**src/rtl/core/checksum_frame_receiver_top_assert.svh**
```systemverilog
// Assertion macros for the checksum frame receiver.
// Depends on a clock named clk and an active-low reset named rst_n in scope.
`ifndef CHECKSUM_FRAME_RECEIVER_TOP_ASSERT_SVH
`define CHECKSUM_FRAME_RECEIVER_TOP_ASSERT_SVH

// Property checked at every rising clock edge outside reset.
`define CFR_ASSERT(lbl, prop, msg) \
  lbl: assert property (@(posedge clk) disable iff (!rst_n) prop) else $error(msg);

// Condition that must never be true outside reset.
`define CFR_NEVER(lbl, cond, msg) \
  lbl: assert property (@(posedge clk) disable iff (!rst_n) !(cond)) else $error(msg);

`endif

```
**src/rtl/core/cfr_pkg.sv**
```systemverilog
// Shared types and constants of the checksum frame receiver.
// No dependencies.
`timescale 1ns / 1ps

package cfr_pkg;

  localparam logic [15:0] SYNC_RESET = 16'hFDFD;
  localparam int unsigned MIN_FRAME  = 10;
  localparam int unsigned HEAD_BYTES = 8;
  localparam int unsigned COUNT_MAX  = 511;

  // byte positions of the header fields
  localparam logic [8:0] POS_SYNC_HI = 9'd0;
  localparam logic [8:0] POS_SYNC_LO = 9'd1;
  localparam logic [8:0] POS_TOTAL   = 9'd3;
  localparam logic [8:0] POS_CMD_HI  = 9'd5;
  localparam logic [8:0] POS_CMD_LO  = 9'd6;
  localparam logic [8:0] POS_LEN     = 9'd7;

  // configuration register index (taken from paddr[2])
  localparam logic REG_SYNC_WORD = 1'b0;

  typedef enum logic [2:0] {
    VERD_GOOD     = 3'd0,
    VERD_SHORT    = 3'd1,
    VERD_BAD_SYNC = 3'd2,
    VERD_LEN_ERR  = 3'd3,
    VERD_CSUM_ERR = 3'd4
  } verdict_t;

  typedef enum logic {
    KIND_PAYLOAD = 1'b0,
    KIND_VERDICT = 1'b1
  } kind_t;

  typedef struct packed {
    kind_t       kind;
    logic [7:0]  payload_byte;
    logic [15:0] frame_command;
    verdict_t    verdict;
    logic        last_of_run;
  } result_t;

endpackage

```
**src/rtl/core/cfr_in_if.sv**
```systemverilog
// Input byte channel of the checksum frame receiver.
// Standalone; valid/ready handshake.
`timescale 1ns / 1ps

interface cfr_in_if;
  logic       valid;
  logic       ready;
  logic [7:0] rx_byte;
  logic       chunk_end;

  modport source (output valid, rx_byte, chunk_end, input ready);
  modport sink   (input valid, rx_byte, chunk_end, output ready);
endinterface

```
**src/rtl/core/cfr_out_if.sv**
```systemverilog
// Result channel of the checksum frame receiver.
// Standalone; valid/ready handshake.
`timescale 1ns / 1ps

interface cfr_out_if;
  logic        valid;
  logic        ready;
  logic        result_kind;
  logic [7:0]  payload_byte;
  logic [15:0] frame_command;
  logic [2:0]  verdict;
  logic        last_of_run;

  modport source (output valid, result_kind, payload_byte, frame_command, verdict,
                  last_of_run, input ready);
  modport sink   (input valid, result_kind, payload_byte, frame_command, verdict,
                  last_of_run, output ready);
endinterface

```
**src/rtl/core/checksum_frame_receiver_top.sv**
```systemverilog
// Checksum frame receiver: parses sync/length/checksum frames from a byte stream.
// Depends on cfr_pkg, cfr_in_if, cfr_out_if and checksum_frame_receiver_top_assert.svh.
// One byte is taken per clock cycle while input ready is high. Its results (a payload
// byte, a frame verdict, or both on a chunk-end payload byte) are computed in the accept
// cycle and written to a four-entry result queue, which passes them out in order.
// Input ready is high while the queue holds two entries or fewer, so the stream runs at
// one byte per cycle as long as the output drains one result per cycle; only bytes that
// give two results can build up the queue. Reset is synchronous; no clearing pass.
`timescale 1ns / 1ps
`include "checksum_frame_receiver_top_assert.svh"

module checksum_frame_receiver_top (
  input  logic        clk,
  input  logic        rst_n,
  cfr_in_if.sink      in_ch,
  cfr_out_if.source   out_ch,
  input  logic        cfg_psel,
  input  logic        cfg_penable,
  input  logic        cfg_pwrite,
  input  logic [2:0]  cfg_paddr,
  input  logic [31:0] cfg_pwdata,
  output logic [31:0] cfg_prdata,
  output logic        cfg_pready
);

  // configuration
  logic [15:0] sync_r;

  // frame state
  logic [8:0]  byte_count_r, byte_count_nxt;
  logic [15:0] header_r, header_nxt;
  logic [7:0]  total_r, total_nxt;
  logic [15:0] command_r, command_nxt;
  logic [7:0]  len_r, len_nxt;
  logic [15:0] sum_r, sum_nxt;
  logic [15:0] check_r, check_nxt;

  // result queue
  cfr_pkg::result_t q_r [4];
  logic [1:0] wr_ptr_r;
  logic [1:0] rd_ptr_r;
  logic [2:0] q_cnt_r;

  logic       in_acc;
  logic       out_acc;
  logic       is_payload;
  logic [1:0] push_n;
  cfr_pkg::result_t res0, res1;
  cfr_pkg::verdict_t verd;

  assign in_acc       = in_ch.valid & in_ch.ready;
  assign out_acc      = out_ch.valid & out_ch.ready;
  assign in_ch.ready  = (q_cnt_r <= 3'd2);

  // ---------------------------------------------------------------- parsing
  always_comb begin
    logic [7:0] b;
    logic [8:0] p;
    logic [8:0] data_end;
    logic       in_data;
    logic [9:0] need;
    b = in_ch.rx_byte;
    p = byte_count_r;
    header_nxt  = header_r;
    total_nxt   = total_r;
    command_nxt = command_r;
    len_nxt     = len_r;
    check_nxt   = check_r;
    case (p)
      cfr_pkg::POS_SYNC_HI: header_nxt[15:8]  = b;
      cfr_pkg::POS_SYNC_LO: header_nxt[7:0]   = b;
      cfr_pkg::POS_TOTAL:   total_nxt         = b;
      cfr_pkg::POS_CMD_HI:  command_nxt[15:8] = b;
      cfr_pkg::POS_CMD_LO:  command_nxt[7:0]  = b;
      cfr_pkg::POS_LEN:     len_nxt           = b;
      default: ;
    endcase
    data_end   = 9'(cfr_pkg::HEAD_BYTES) + {1'b0, len_nxt};
    in_data    = (p < data_end);
    sum_nxt    = in_data ? (sum_r + {8'd0, b}) : sum_r;
    is_payload = (p >= 9'(cfr_pkg::HEAD_BYTES)) && in_data;
    // check bytes follow the payload
    if (p >= 9'(cfr_pkg::HEAD_BYTES) && p == data_end) begin
      check_nxt[15:8] = b;
    end
    if (p >= 9'(cfr_pkg::HEAD_BYTES) && {1'b0, p} == {1'b0, data_end} + 10'd1) begin
      check_nxt[7:0] = b;
    end
    byte_count_nxt = (p < 9'(cfr_pkg::COUNT_MAX)) ? p + 9'd1 : p;

    need = 10'(cfr_pkg::MIN_FRAME) + {2'b00, len_nxt};
    if (byte_count_nxt < 9'(cfr_pkg::MIN_FRAME)) begin
      verd = cfr_pkg::VERD_SHORT;
    end else if (header_nxt != sync_r) begin
      verd = cfr_pkg::VERD_BAD_SYNC;
    end else if (byte_count_nxt != {1'b0, total_nxt}) begin
      verd = cfr_pkg::VERD_LEN_ERR;
    end else if (need > {1'b0, byte_count_nxt}) begin
      verd = cfr_pkg::VERD_LEN_ERR;
    end else if (sum_nxt != check_nxt) begin
      verd = cfr_pkg::VERD_CSUM_ERR;
    end else begin
      verd = cfr_pkg::VERD_GOOD;
    end
  end

  // results of the current byte, in emission order
  always_comb begin
    cfr_pkg::result_t pay, fin;
    pay.kind          = cfr_pkg::KIND_PAYLOAD;
    pay.payload_byte  = in_ch.rx_byte;
    pay.frame_command = 16'd0;
    pay.verdict       = cfr_pkg::VERD_GOOD;
    pay.last_of_run   = ~in_ch.chunk_end;
    fin.kind          = cfr_pkg::KIND_VERDICT;
    fin.payload_byte  = 8'd0;
    fin.frame_command = command_nxt;
    fin.verdict       = verd;
    fin.last_of_run   = 1'b1;
    res0   = is_payload ? pay : fin;
    res1   = fin;
    push_n = {1'b0, is_payload} + {1'b0, in_ch.chunk_end};
  end

  always_ff @(posedge clk) begin
    if (!rst_n) begin
      byte_count_r <= '0;
      header_r     <= '0;
      total_r      <= '0;
      command_r    <= '0;
      len_r        <= '0;
      sum_r        <= '0;
      check_r      <= '0;
    end else if (in_acc) begin
      if (in_ch.chunk_end) begin
        byte_count_r <= '0;
        header_r     <= '0;
        total_r      <= '0;
        command_r    <= '0;
        len_r        <= '0;
        sum_r        <= '0;
        check_r      <= '0;
      end else begin
        byte_count_r <= byte_count_nxt;
        header_r     <= header_nxt;
        total_r      <= total_nxt;
        command_r    <= command_nxt;
        len_r        <= len_nxt;
        sum_r        <= sum_nxt;
        check_r      <= check_nxt;
      end
    end
  end

  // ---------------------------------------------------------------- result queue
  always_ff @(posedge clk) begin
    if (in_acc && push_n != 2'd0) begin
      q_r[wr_ptr_r] <= res0;
    end
    if (in_acc && push_n == 2'd2) begin
      q_r[wr_ptr_r + 2'd1] <= res1;
    end
  end

  always_ff @(posedge clk) begin
    if (!rst_n) begin
      wr_ptr_r <= '0;
      rd_ptr_r <= '0;
      q_cnt_r  <= '0;
    end else begin
      if (in_acc) begin
        wr_ptr_r <= wr_ptr_r + push_n;
      end
      if (out_acc) begin
        rd_ptr_r <= rd_ptr_r + 2'd1;
      end
      q_cnt_r <= q_cnt_r + (in_acc ? {1'b0, push_n} : 3'd0) - {2'b00, out_acc};
    end
  end

  assign out_ch.valid         = (q_cnt_r != 3'd0);
  assign out_ch.result_kind   = q_r[rd_ptr_r].kind;
  assign out_ch.payload_byte  = q_r[rd_ptr_r].payload_byte;
  assign out_ch.frame_command = q_r[rd_ptr_r].frame_command;
  assign out_ch.verdict       = q_r[rd_ptr_r].verdict;
  assign out_ch.last_of_run   = q_r[rd_ptr_r].last_of_run;

  // ---------------------------------------------------------------- config port
  always_ff @(posedge clk) begin
    if (!rst_n) begin
      sync_r <= cfr_pkg::SYNC_RESET;
    end else if (cfg_psel && cfg_penable && cfg_pwrite && cfg_pready &&
                 cfg_paddr[2] == cfr_pkg::REG_SYNC_WORD) begin
      sync_r <= cfg_pwdata[15:0];
    end
  end

  assign cfg_pready = 1'b1;
  assign cfg_prdata = (cfg_paddr[2] == cfr_pkg::REG_SYNC_WORD) ? {16'd0, sync_r} : 32'd0;

  // ---------------------------------------------------------------- checks
  `CFR_NEVER(a_queue_overflow, q_cnt_r > 3'd4, "result queue overflow")
  `CFR_ASSERT(a_end_clears, (in_acc && in_ch.chunk_end) |=> (byte_count_r == 9'd0 && sum_r == 16'd0), "chunk end did not clear frame state")
  `CFR_ASSERT(a_verdict_last, (out_ch.valid && out_ch.result_kind == cfr_pkg::KIND_VERDICT) |-> (out_ch.last_of_run && out_ch.payload_byte == 8'd0), "verdict result malformed")
  `CFR_ASSERT(a_verdict_range, out_ch.valid |-> (out_ch.verdict == cfr_pkg::VERD_GOOD || out_ch.verdict == cfr_pkg::VERD_SHORT || out_ch.verdict == cfr_pkg::VERD_BAD_SYNC || out_ch.verdict == cfr_pkg::VERD_LEN_ERR || out_ch.verdict == cfr_pkg::VERD_CSUM_ERR), "verdict code out of range")

endmodule

```
**src/flat_wrapper.sv**
```systemverilog
// flat-port wrapper written by rule: the top's interface ports become plain ports
module checksum_frame_receiver_top_flat 
  (clk, rst_n, cfg_psel, cfg_penable, cfg_pwrite, cfg_paddr, cfg_pwdata, cfg_prdata, cfg_pready, in_ch_valid, in_ch_rx_byte, in_ch_chunk_end, in_ch_ready, out_ch_valid, out_ch_result_kind, out_ch_payload_byte, out_ch_frame_command, out_ch_verdict, out_ch_last_of_run, out_ch_ready);
  cfr_in_if in_ch_i ();
  cfr_out_if out_ch_i ();
  input  logic clk;
  input  logic rst_n;
  input  logic cfg_psel;
  input  logic cfg_penable;
  input  logic cfg_pwrite;
  input  logic [2:0] cfg_paddr;
  input  logic [31:0] cfg_pwdata;
  output logic [31:0] cfg_prdata;
  output logic cfg_pready;
  input wire logic [$bits(in_ch_i.valid)-1:0] in_ch_valid;
  input wire logic [$bits(in_ch_i.rx_byte)-1:0] in_ch_rx_byte;
  input wire logic [$bits(in_ch_i.chunk_end)-1:0] in_ch_chunk_end;
  output wire logic [$bits(in_ch_i.ready)-1:0] in_ch_ready;
  output wire logic [$bits(out_ch_i.valid)-1:0] out_ch_valid;
  output wire logic [$bits(out_ch_i.result_kind)-1:0] out_ch_result_kind;
  output wire logic [$bits(out_ch_i.payload_byte)-1:0] out_ch_payload_byte;
  output wire logic [$bits(out_ch_i.frame_command)-1:0] out_ch_frame_command;
  output wire logic [$bits(out_ch_i.verdict)-1:0] out_ch_verdict;
  output wire logic [$bits(out_ch_i.last_of_run)-1:0] out_ch_last_of_run;
  input wire logic [$bits(out_ch_i.ready)-1:0] out_ch_ready;
  assign in_ch_i.valid = in_ch_valid;
  assign in_ch_i.rx_byte = in_ch_rx_byte;
  assign in_ch_i.chunk_end = in_ch_chunk_end;
  assign in_ch_ready = in_ch_i.ready;
  assign out_ch_valid = out_ch_i.valid;
  assign out_ch_result_kind = out_ch_i.result_kind;
  assign out_ch_payload_byte = out_ch_i.payload_byte;
  assign out_ch_frame_command = out_ch_i.frame_command;
  assign out_ch_verdict = out_ch_i.verdict;
  assign out_ch_last_of_run = out_ch_i.last_of_run;
  assign out_ch_i.ready = out_ch_ready;
  checksum_frame_receiver_top u_core (.clk(clk), .rst_n(rst_n), .in_ch(in_ch_i), .out_ch(out_ch_i), .cfg_psel(cfg_psel), .cfg_penable(cfg_penable), .cfg_pwrite(cfg_pwrite), .cfg_paddr(cfg_paddr), .cfg_pwdata(cfg_pwdata), .cfg_prdata(cfg_prdata), .cfg_pready(cfg_pready));
endmodule
```
**config.mk**
```make
export PLATFORM = sky130hd
export DESIGN_NAME = checksum_frame_receiver_top_flat
export DESIGN_NICKNAME = d
export VERILOG_FILES = /design/src/rtl/core/cfr_pkg.sv /design/src/rtl/core/cfr_in_if.sv /design/src/rtl/core/cfr_out_if.sv /design/src/rtl/core/checksum_frame_receiver_top.sv /design/src/flat_wrapper.sv
export VERILOG_INCLUDE_DIRS = /design/src /design/src/rtl/core
export SDC_FILE = /design/constraint.sdc
export NUM_CORES = 1
export LEC_CHECK = 0
export BUFFER_PORTS_ARGS = -buffer_cell sky130_fd_sc_hd__buf_2
export CAP_MARGIN = 20
export CORE_ASPECT_RATIO = 2
export CORE_UTILIZATION = 50
export DETAILED_ROUTE_END_ITERATION = 10
export MAX_ROUTING_LAYER = met4
export PLACE_DENSITY = 0.75
export RECOVER_POWER = 100
export SLEW_MARGIN = 10
export SYNTH_ARGS = -nofsm -noshare
export SYNTH_HDL_FRONTEND = slang
export SYNTH_SLANG_ARGS = --single-unit
```
**constraint.sdc**
```tcl
create_clock -name clk -period 12.48 [get_ports clk]
set_input_delay 2.496 -clock clk [delete_from_list [all_inputs] [get_ports clk]]
set_output_delay 2.496 -clock clk [all_outputs]
set_load 0.02 [all_outputs]
```
==> run metrics <==
GR Overflow Total 0; DR vias between 9000 and 10000; crit end category flip-flop; Hold Crit Start u_core.q_r[1][28]; Final HPWL DP roughly 22000 um; die height roughly 230 um; total clock buffers created by CTS 21; CTS tree done; Routed WL between 30000 and 40000 um; clock period minus worst slack around 8.9 ns; outcome finished with violations; Rows 82; # DRC 0; initial DRC count between 600 and 700; worst r2r src u_core.byte_count_r[1]; Slew @ Worst Pin roughly 4.3 ns; area growth from synthesis to layout 8.72%; post-CTS sizing 0; Layout Skew 0.00886 ns; crit-path cells buf_2, clkbuf_1, nand3_1, and2_0, inv_1, ha_1, nand3_1, xnor2_1, mux2i_1, ha_1, nand2_1, a2111oi_0, clkbuf_1, mux2i_1, xor2_1, nor4bb_1, a311oi_1, a211oi_1, nand4_1, nor4_1, a2111oi_0; CTS Hold Bufs 0; Static Leak 0.00513 uW; initial antenna violation count 0; Die W roughly 120 um; Final Cycle Share a little under three quarters; H-tree lvl count 1; hold depth 2; Post-synth top flop dfxtp_1; async set or reset register ratio after synthesis 0%; CTS Buffer Depth 3; critical-path maximum fanout 20; pwr dens around 140 nW/um2; max cap viols 2; detail-routed via count per cell between 5 and 6; Total Routing Usage GR 25.6%; crit path DAT 9.13 ns; post-route ant nets 0; cell family with most CP delay buffers and inverters; minimum hold slack 0.442 ns; flop2flop setup slack just over 5 ns; register area share after synthesis between 40% and 50%; worst path bufs/invs 4; fmax ~110 MHz; ANT cells 0; largest net degree at the start of global routing roughly 110; Worst path max stage delay just over 1 ns; Final #Nets ~1400; max-slew violations 127; post-synthesis cell count around 1300; Ports approximately 120; Mapped Area roughly 13000 um2; critical setup path kind in -> reg; vias in the first global route around 9900; setup bufs post-CTS 0; Place WS between 4 and 5 ns; routed length per instance about 19 um; clock sink total 230; Clk Latency, worst-skew pair 0.50 ns; WHS Endpoint u_core.q_r[1][28]; WL met2 around 18000 um; 1st-pass router iterations 5; layout cell share with drive strength beyond 1 around a tenth; CP Launch Type input pin; Critical Path RT 12.67 ns; final setup TNS 0 ns; slowest library cell on the worst path clkbuf_1; final setup margin ~3.5 ns; Starting Density 51.0%; unrepaired setup endpoints after global routing no; yosys synthesis warning count 0; metal3 WL around 1200 um; CTS clk-pin slew, worst paths 0.07 ns; die footprint around 26000 um2; worst hold-check path type reg -> reg; final hold viol count 0; Synth Register Bits 230; clock root buffer clkbuf_16; # setup viols final 0; failing checks max-capacitance violations, max-slew violations; relative slew slack -186%; Post-synth EDFFs 76; Syn Area/Cell 9.82 um2; Worst VDD drop ~0.11 mV; first-pass GRT wire length ~51000 um; Metal-1 WL between 10000 and 15000 um; highest metal used met4; count of cell types in the netlist between 70 and 80; area of the core between 20000 and 30000 um2; port buffer count between 70 and 80; routability cong. 0.909; r2r endpoint u_core.q_r[2][3]; worst r2r path cells 21
synth_stat cells (29+ instances only):
library cell,count,area share (%)
mux2i_1,71,5.6
dfxtp_1,154,24
a22oi_1,51,3.0
mux4_2,29,5.1
nand3_1,37,1.4
nor2_1,106,3.1
a22o_1,32,2.2
xnor2_1,51,3.5
o21ai_0,57,2.2
nand2_1,105,3.1
edfxtp_1,76,18
clkbuf_1,69,2.0
and2_1,46,2.3
ha_1,41,4.0
nor2b_1,78,3.8
sequential cells by signal, indices dropped and copies added (netlist names), named ones only:
name and flops:
u_core.q_r 116, u_core.check_r 16, u_core.command_r 16, u_core.header_r 16, u_core.sum_r 16, u_core.sync_r 16
u_core.byte_count_r 9, u_core.len_r 8, u_core.total_r 8, u_core.q_cnt_r 3, u_core.rd_ptr_r 2, u_core.wr_ptr_r 2
worst max path at each step:
stage,startpoint,endpoint,depth (start not counted)
finish,in_ch_rx_byte[3],u_core.q_r[2][3],21
global route,in_ch_rx_byte[3],u_core.q_r[0][4],19
CTS,in_ch_rx_byte[3],u_core.q_r[3][9],19
detailed placement,in_ch_rx_byte[3],u_core.q_r[3][4],19
global placement,in_ch_rx_byte[3],u_core.q_r[3][4],19
floorplan,in_ch_rx_byte[3],u_core.q_r[3][10],22
cells by family after synthesis:
logic type / share of synthesized area, %
buf+inv: 4.52
compound gates: 14.0
mux: 10.9
xor+xnor: 5.14
flops: 42.0
other cells: 0.0588
fa+ha+maj: 4.33
simple gates: 19.1
where the power goes:
group | switching [uW] | internal (uW)
sequential | 33.0 | 808
combinational | 247 | 148
clock | 286 | 379
total | 566 | 1340
layer usage:
| layer | vias up | track usage (%) |
|---|---|---|
| li1 | 4726 | - |
| met1 | 4777 | 24.6 |
| met2 | 319 | 47.7 |
| met3 | 120 | 2.44 |
| met4 | 0 | 15.7 |
| met5 | - | - |
placed cells by master (no fill, tap or decap), types with 29 or more instances in the layout:
cell | synthesis | routed
edfxtp_1 | 76 | 76
buf_2 | 3 | 34
a22o_1 | 32 | 32
mux2i_1 | 71 | 71
dfxtp_1 | 154 | 154
mux4_2 | 29 | 29
nor2_1 | 106 | 106
nand2_1 | 105 | 104
clkbuf_1 | 69 | 55
nor2b_1 | 78 | 78
nand3_1 | 37 | 37
a22oi_1 | 51 | 51
xnor2_1 | 51 | 51
ha_1 | 41 | 41
o21ai_0 | 57 | 60
area by class of cell:
cell class | instances | area [um2]
Fill cell | 2250 | 11100
Tap cell | 336 | 420
Timing Repair Buffer | 95 | 425
Clock buffer | 23 | 543
Sequential cell | 230 | 5370
Clock inverter | 14 | 156
Multi-Input combinational cell | 959 | 6870
Inverter | 28 | 105
worst register-to-register path, delay by kind of cell (launching register included):
family | cells | cell delay, ns
DFF | 1 | 0.55
buffers and inverters | 2 | 0.81
adders and majority gates | 3 | 1.09
and+or+nand+nor | 7 | 2.15
AOI/OAI and AO/OA | 5 | 1.48
xor gates and xnor gates | 2 | 0.32
muxes | 2 | 0.59
through the flow:
step	area, um2	std cells	util, %	total power (uW)
global route	13900	1685	55.5	1970
floorplan	12800	1316	-	1150
CTS	14000	1684	55.9	1920
detailed placement	13300	1647	53.1	1260
global placement	13300	1647	53.1	1250
finish	13900	1685	55.5	1900
(Power assumes the default switching activity.)
